===== config.mk =====
export PLATFORM = sky130hd
export DESIGN_NAME = pdg_dist_unit
export DESIGN_NICKNAME = d
export VERILOG_FILES = /design/src/hw/rtl/pdg_pkg.sv /design/src/hw/rtl/pdg_dist_unit.sv
export SDC_FILE = /design/constraint.sdc
export NUM_CORES = 2
export LEC_CHECK = 0
export BUFFER_PORTS_ARGS = -buffer_cell sky130_fd_sc_hd__buf_4
export CAP_MARGIN = 10
export CORE_MARGIN = 2
export CORE_UTILIZATION = 25
export DETAILED_ROUTE_END_ITERATION = 10
export HOLD_SLACK_MARGIN = 0.06
export SYNTH_ARGS = -nofsm -noshare
export SYNTH_HDL_FRONTEND = slang
export SYNTH_SLANG_ARGS = --single-unit

===== constraint.sdc =====
create_clock -name clock -period 9 [get_ports clock]
set_input_delay 0.9 -clock clock [delete_from_list [all_inputs] [get_ports clock]]
set_output_delay 0.9 -clock clock [all_outputs]
set_load 0.03 [all_outputs]

===== src/hw/rtl/pdg_pkg.sv =====
// ----------------------------------------------------------------------------
// pdg_pkg: shared types and constants of the Poisson-disc grid checker
// Status codes, sequencer states, register indexes, register widths and
// reset values, and the control bundle for the distance unit.
// ----------------------------------------------------------------------------
package pdg_pkg;

   // register widths
   localparam int AREA_W      = 15;
   localparam int GAP_W       = 32;
   localparam int INV_W       = 24;
   localparam int GRID_COLS_W = 8;
   localparam int GRID_ROWS_W = 7;

   // register reset values
   localparam logic [AREA_W-1:0]      AREA_WIDTH_RST  = 15'd10240;
   localparam logic [AREA_W-1:0]      AREA_HEIGHT_RST = 15'd7680;
   localparam logic [GAP_W-1:0]       GAP_SQUARED_RST = 32'd36864;
   localparam logic [INV_W-1:0]       INV_SIDE_RST    = 24'd7723;
   localparam logic [GRID_COLS_W-1:0] GRID_COLS_RST   = 8'd75;
   localparam logic [GRID_ROWS_W-1:0] GRID_ROWS_RST   = 7'd56;

   // Q11.4 times Q8.16 gives Q.20; the integer part is the cell index
   localparam int FRAC_SHIFT = 20;

   // config port
   localparam int CSR_INDEX_W = 3;
   localparam int CSR_DATA_W  = 32;

   // result fields
   localparam int STATUS_W     = 2;
   localparam int OUT_COL_W    = 7;
   localparam int OUT_ROW_W    = 6;
   localparam int RSP_TDATA_W  = 16;

   typedef enum logic [STATUS_W-1:0] {
      STATUS_ACCEPT        = 2'd0,
      STATUS_OUT_OF_BOUNDS = 2'd1,
      STATUS_CONFLICT      = 2'd2
   } status_type;

   typedef enum logic [CSR_INDEX_W-1:0] {
      REG_AREA_WIDTH  = 3'd0,
      REG_AREA_HEIGHT = 3'd1,
      REG_GAP_SQUARED = 3'd2,
      REG_INV_SIDE    = 3'd3,
      REG_GRID_COLS   = 3'd4,
      REG_GRID_ROWS   = 3'd5
   } csr_index_type;

   typedef enum logic [2:0] {
      ST_CLEAR,
      ST_IDLE,
      ST_SCALE,
      ST_BOUND,
      ST_SCAN,
      ST_DRAIN,
      ST_FINISH
   } pdg_state_type;

   // sequencer to distance unit
   typedef struct packed {
      logic clear;   // reset the conflict flag for a new candidate
      logic probe;   // a live neighbor read was issued this cycle
   } dist_ctrl_type;

endpackage


===== src/hw/rtl/pdg_dist_unit.sv =====
// ----------------------------------------------------------------------------
// pdg_dist_unit: neighbor distance check
// Three-stage pipe behind the cell store read: coordinate differences,
// squares, then sum and compare against the gap. Sticky conflict flag.
// ----------------------------------------------------------------------------
module pdg_dist_unit
   import pdg_pkg::*;
#(
   parameter int COORD_WIDTH = 16
) (
   input  logic                          clock,
   input  logic                          reset,
   input  dist_ctrl_type                 ctrl,
   input  logic signed [COORD_WIDTH-1:0] cand_x,
   input  logic signed [COORD_WIDTH-1:0] cand_y,
   input  logic                          cell_valid,
   input  logic signed [COORD_WIDTH-1:0] cell_x,
   input  logic signed [COORD_WIDTH-1:0] cell_y,
   input  logic [GAP_W-1:0]              gap_squared,
   output logic                          conflict,
   output logic                          busy
);

   localparam int DW    = COORD_WIDTH + 1;
   localparam int SQ_W  = 2 * COORD_WIDTH + 1;
   localparam int SUM_W = SQ_W + 1;
   localparam int CMP_W = (SUM_W > GAP_W) ? SUM_W : GAP_W;

   logic                 rd_vld_ff, rd_vld_in;
   logic                 a_vld_ff, a_vld_in;
   logic                 b_vld_ff, b_vld_in;
   logic                 conflict_ff, conflict_in;
   logic signed [DW-1:0] dx_ff, dx_in;
   logic signed [DW-1:0] dy_ff, dy_in;
   logic [SQ_W-1:0]      sqx_ff, sqx_in;
   logic [SQ_W-1:0]      sqy_ff, sqy_in;
   logic signed [2*DW-1:0] prod_x, prod_y;
   logic [SUM_W-1:0]     dist_sum;
   logic                 near;

   always_comb begin
      // stage A: differences, only for an occupied cell
      rd_vld_in = ctrl.probe;
      a_vld_in  = rd_vld_ff & cell_valid;
      dx_in     = DW'(cand_x) - DW'(cell_x);
      dy_in     = DW'(cand_y) - DW'(cell_y);

      // stage B: squares
      b_vld_in = a_vld_ff;
      prod_x   = dx_ff * dx_ff;
      prod_y   = dy_ff * dy_ff;
      sqx_in   = prod_x[SQ_W-1:0];
      sqy_in   = prod_y[SQ_W-1:0];

      // stage C: strictly closer than the gap marks a conflict
      dist_sum = SUM_W'(sqx_ff) + SUM_W'(sqy_ff);
      near     = CMP_W'(dist_sum) < CMP_W'(gap_squared);
      if (ctrl.clear) begin
         conflict_in = 1'b0;
      end else begin
         conflict_in = conflict_ff | (b_vld_ff & near);
      end
   end

   always_ff @(posedge clock) begin
      if (reset) begin
         rd_vld_ff   <= 1'b0;
         a_vld_ff    <= 1'b0;
         b_vld_ff    <= 1'b0;
         conflict_ff <= 1'b0;
      end else begin
         rd_vld_ff   <= rd_vld_in;
         a_vld_ff    <= a_vld_in;
         b_vld_ff    <= b_vld_in;
         conflict_ff <= conflict_in;
      end
   end

   always_ff @(posedge clock) begin
      dx_ff  <= dx_in;
      dy_ff  <= dy_in;
      sqx_ff <= sqx_in;
      sqy_ff <= sqy_in;
   end

   assign conflict = conflict_ff;
   assign busy     = rd_vld_ff | a_vld_ff | b_vld_ff;

endmodule


**Yosys cells after proc, flatten, opt, wreduce, memory -nomap -nowiden**

Index checks and enable logic that the tools add are counted.

- Register bits after elaboration: 104
- Input bits: 101
- Output and inout port bits: 2
- Word-level logic and storage cells: 20

- $add $sub $neg: 3
- $mul: 2
- $lt $le $gt $ge: 1
- Bitwise logic cells: 5
- Reduce and logical (&&, ||, !) cells: 1

Operators by type and width:

| operator | count |
|---|---|
| multiplier 17 x 17 -> 33 bit | 2 |
| adder 33 x 33 -> 34 bit | 1 |
| < comparator 34 x 32 -> 1 bit | 1 |
| subtractor 16 x 16 -> 17 bit | 2 |
| OR 1 bit | 3 |
| AND 1 bit | 2 |
| OR reduction 2 bit | 1 |

**Depth between registers and ports, before layout**

- Depth after elaboration: 4
- Depth in mapped cells: 25
- Mapped depth without buffers: 24

**Worst setup path before layout**

No wires, ideal clock.

- Path type: register -> register
- From: register dy_ff[2]
- To: register sqy_ff[26]
- Setup time: 0.072 ns
- Data arrival time: 6.311 ns
- Data required time: 8.928 ns
- Setup slack: 2.616 ns
- Cell stages (with the launch flop): 25
- Clock period less this slack: 6.384 ns
- Cell sequence: dfxtp_1 -> clkbuf_1 -> clkbuf_1 -> nand2_1 -> inv_1 -> fa_1 -> inv_1 -> fa_1 -> fa_1 -> inv_1 -> fa_1 -> fa_1 -> inv_1 -> fa_1 -> inv_1 -> ha_1 -> and3_4 -> a221o_1 -> a21o_1 -> o21ai_2 -> a21oi_2 -> a221o_2 -> a311o_1 -> a21oi_2 -> xnor2_1

- Word-level cells in the longest chain between the ends: 1

Ends and longest elaborated chain:

| element | RTL line | source |
|---|---|---|
| from (decl) | pdg_dist_unit.sv:34 | `logic signed [DW-1:0] dy_ff, dy_in;` |
| from (signal assigned) | pdg_dist_unit.sv:81 | `dy_ff <= dy_in;` |
| multiplier 17 x 17 -> 33 bit | pdg_dist_unit.sv:51 | `prod_y = dy_ff * dy_ff;` |
| named net prod_y[26] | pdg_dist_unit.sv:37 | `logic signed [2*DW-1:0] prod_x, prod_y;` |
| to (signal assigned) | pdg_dist_unit.sv:83 | `sqy_ff <= sqy_in;` |
| to (decl) | pdg_dist_unit.sv:36 | `logic [SQ_W-1:0] sqy_ff, sqy_in;` |

The timed path passes the listed nets, and every way through them passes these cells.
A chain may end at the register's enable or synchronous reset.

**Worst setup path in the final report**

- From: register dy_ff[7]
- To: register sqy_ff[27]

The elaborated chain is that of the path after synthesis.

==> summary.md <==
| Metric | Value |
|---|---|
| Fillers | `10500` |
| Worst reg2reg path depth | `21` |
| Fin nets | `3631` |
| Worst rel slew slack | `0.387` |
| Largest net degree at the start of global routing | `33` |
| Post CTS Setup Buffer Count | `0` |
| PostCTS Resize Cnt | `0` |
| Least-Margin Pin Slew | `0.918 ns` |
| Seq/Total Area, Yosys | `0.0825` |
| Vias per inst | `4.22` |
| Leading cell type in the layout, fill and taps excluded | `inv_1` |
| Design area | `27300 um^2` |
| Max Cap Violations | `0` |
| Slowest stage delay, CP | `0.87 ns` |
| Final HPWL DP | `45.3 mm` |
| Maximum fanout along the worst path | `18` |
| CTS sink cnt | `102` |
| Yosys reg bits | `102` |
| Cell row count | `115` |
| Crit path kind | `flip-flop to flip-flop` |
| Achievable frequency | `143 MHz` |
| DR DRC count | `0` |
| Share of flip-flops with an asynchronous set or reset | `0` |
| CP endpoint kind | `flip-flop` |
| Crit path time final | `6.99 ns` |
| Final TNS setup | `0 ns` |
| Cells after Synth | `2672` |
| Critical path arrival | `7.25 ns` |
| RR Startpoint | `dy_ff[7]$_DFF_P_` |
| CP max stage cell | `dfxtp_1` |
| Clock transition at path regs | `0.09 ns` |
| Finished Core Util | `0.278` |
| Fin Hold WS | `0.436 ns` |
| Final wirelength | `52.2 mm` |
| EDFF count, synth | `0` |
| Crit share post-route | `0.777` |
| Initial drt markers | `741` |
| Final setup violating endpoints | `0` |
| Total GRT Usage | `0.110` |
| Die W | `319 um` |
| Fraction of layout cells with a size suffix above 1 | `0.0554` |
| Final Hold Vio Count | `0` |
| Worst path cell trace | `nand2_1, fa_1, inv_1, fa_1, inv_1, fa_1, inv_1, fa_1, fa_1, inv_1, fa_1, inv_1, ha_1, and3_4, a221o_1, o21ai_1, o211ai_1, a221o_1, a21o_1, a2111oi_0, nor3_1` |
| Initial antenna violation count | `0` |
| CTS Buf Count | `9` |
| Post-Syn Area | `24800 um^2` |
| Highest-count cells in the layout ignoring fill and taps | `751 x inv_1, 524 x fa_1, 269 x ha_1, 190 x nand2_1, 107 x nor2_1` |
| 1st-pass router iterations | `5` |
| Die ar. | `102000 um^2` |
| Synth warnings | `0` |
| Worst Hold Depth | `2` |
| Worst-skew pair later-pin latency | `0.39 ns` |
| Synth cell types | `66` |
| Die span in y | `319 um` |
| Synthesized Nets | `3566` |
| Initial Utilization | `0.252` |
| Cts-stage hold buffer count | `0` |
| Placer Congestion | `0.863` |
| RSZ-0062 raised after global routing | `false` |
| DR WL/cell | `13.0 um` |
| Hold_sp | `rd_vld_ff$_SDFF_PP0_` |
| Slew Limit Fails | `0` |
| Critical path startpoint category | `flip-flop` |
| Number of global-route vias before repair | `18600` |
| CP required | `9.26 ns` |
| Port-buffer cells | `102` |
| Hold Path Class | `flip-flop to flip-flop` |
| Average size of a mapped cell | `9.27 um^2` |
| Worst Setup SP | `dy_ff[7]$_DFF_P_` |
| Clk buf depth | `2` |
| Setup Skew | `0.0113 ns` |
| Status | `complete, no violations` |
| # IOs | `103` |
| Area after DPL | `27000 um^2` |
| Antenna Nets Post-Route | `0` |
| Ys flop type | `dfxtp_1` |
| Grt ovf | `0` |
| Via Count | `17000` |
| Most used cell, CP | `fa_1` |
| Number of H-tree levels | `3` |
| Root buffer cell | `clkbuf_16` |
| CTS tree | `built` |
| Synthesis-to-layout area growth | `10.2%` |
| Global-route wire length before repair | `91.0 mm` |
| Core area | `98300 um^2` |
## path summary, 6_finish.rpt
| path | to | slack [ns] |
|---|---|---|
| worst max-delay path | sqy_ff[27]$_DFF_P_ | 2.01 |
| worst min register to register | a_vld_ff$_SDFF_PP0_ | 0.44 |
| worst max register to register | sqy_ff[27]$_DFF_P_ | 2.01 |
| worst min-delay path | a_vld_ff$_SDFF_PP0_ | 0.44 |
## layer usage
layer  up-vias  wire, um  share of wire  track usage
li1       8166         -              -            -
met1      8578     22700           0.44        0.140
met2       221     27000           0.52        0.199
met3        38      1730          0.033       0.0134
met4         0       774          0.015       0.0226
met5         -         0              0            0
## synthesized netlist by cell type (all sizes together) (6+ instances only)
cell / n / area, um^2
inv: 751 / 2820
fa: 524 / 10500
ha: 269 / 3370
nand2: 190 / 713
nor2: 107 / 402
and2: 103 / 644
xnor2: 103 / 902
dfxtp: 102 / 2040
a21oi: 75 / 383
clkbuf: 51 / 191
a21o: 49 / 372
nor2b: 44 / 275
o21ai: 41 / 209
xor2: 36 / 315
o21a: 23 / 173
nand3: 20 / 100
nor3: 20 / 100
and3: 16 / 105
a211oi: 13 / 97.6
nand2b: 12 / 75.1
a31o: 10 / 87.6
o21bai: 10 / 75.1
or3: 9 / 56.3
or2: 8 / 50.1
a2111oi: 6 / 53.8
a211o: 6 / 52.6
nand4: 6 / 37.5
o211ai: 6 / 45.0
## cell type report
cell class                      count  area (um^2)  area share
Tap cell                         1287         1610      0.0590
Clock buffer                        9          225     0.00825
Sequential cell                   102         2040      0.0748
Antenna cell                        1         2.50   0.0000917
Inverter                          751         2820       0.103
Timing Repair Buffer              106          796      0.0292
Clock inverter                      7         83.8     0.00307
Multi-Input combinational cell   1767        19700       0.722
## cell families (layout without fill, tap and decap cells)
group / count (synthesis) / after routing / synth area share
AOI/OAI and AO/OA: 282 / 282 / 0.0775
other: 0 / 1 / 0
and+or+nand+nor: 548 / 548 / 0.107
xor gates and xnor gates: 139 / 139 / 0.0492
adders and majority gates: 793 / 793 / 0.560
muxes: 5 / 5 / 0.00222
buffers and inverters: 803 / 873 / 0.122
DFF: 102 / 102 / 0.0825
## critical path: cells and delay by family (launching register included)
family | cells | cell delay (ns)
DFF | 1 | 0.87
adders and majority gates | 7 | 3.27
AOI/OAI and AO/OA | 6 | 1.93
and+or+nand+nor | 3 | 0.51
buffers and inverters | 5 | 0.27
## flip-flops by register name (all words and copies together) (netlist names)
| signal | flops |
|---|---|
| sqy_ff | 32 |
| dx_ff | 17 |
| rd_vld_ff | 1 |
| dy_ff | 17 |
| a_vld_ff | 1 |
| conflict | 1 |
| sqx_ff | 32 |
| b_vld_ff | 1 |
## through the flow
stage | setup WS, ns | std cells
6_report | 2.01 | 4030
5_1_grt | 1.55 | 4029
4_1_cts | 2.03 | 4029
3_5_place_dp | 2.05 | 4013
3_3_place_gp | 2.20 | 4013
2_1_floorplan | 2.62 | 2672
Power is not shown: default switching activity piles up to over one toggle a cycle in this logic, so the estimate is an artifact.
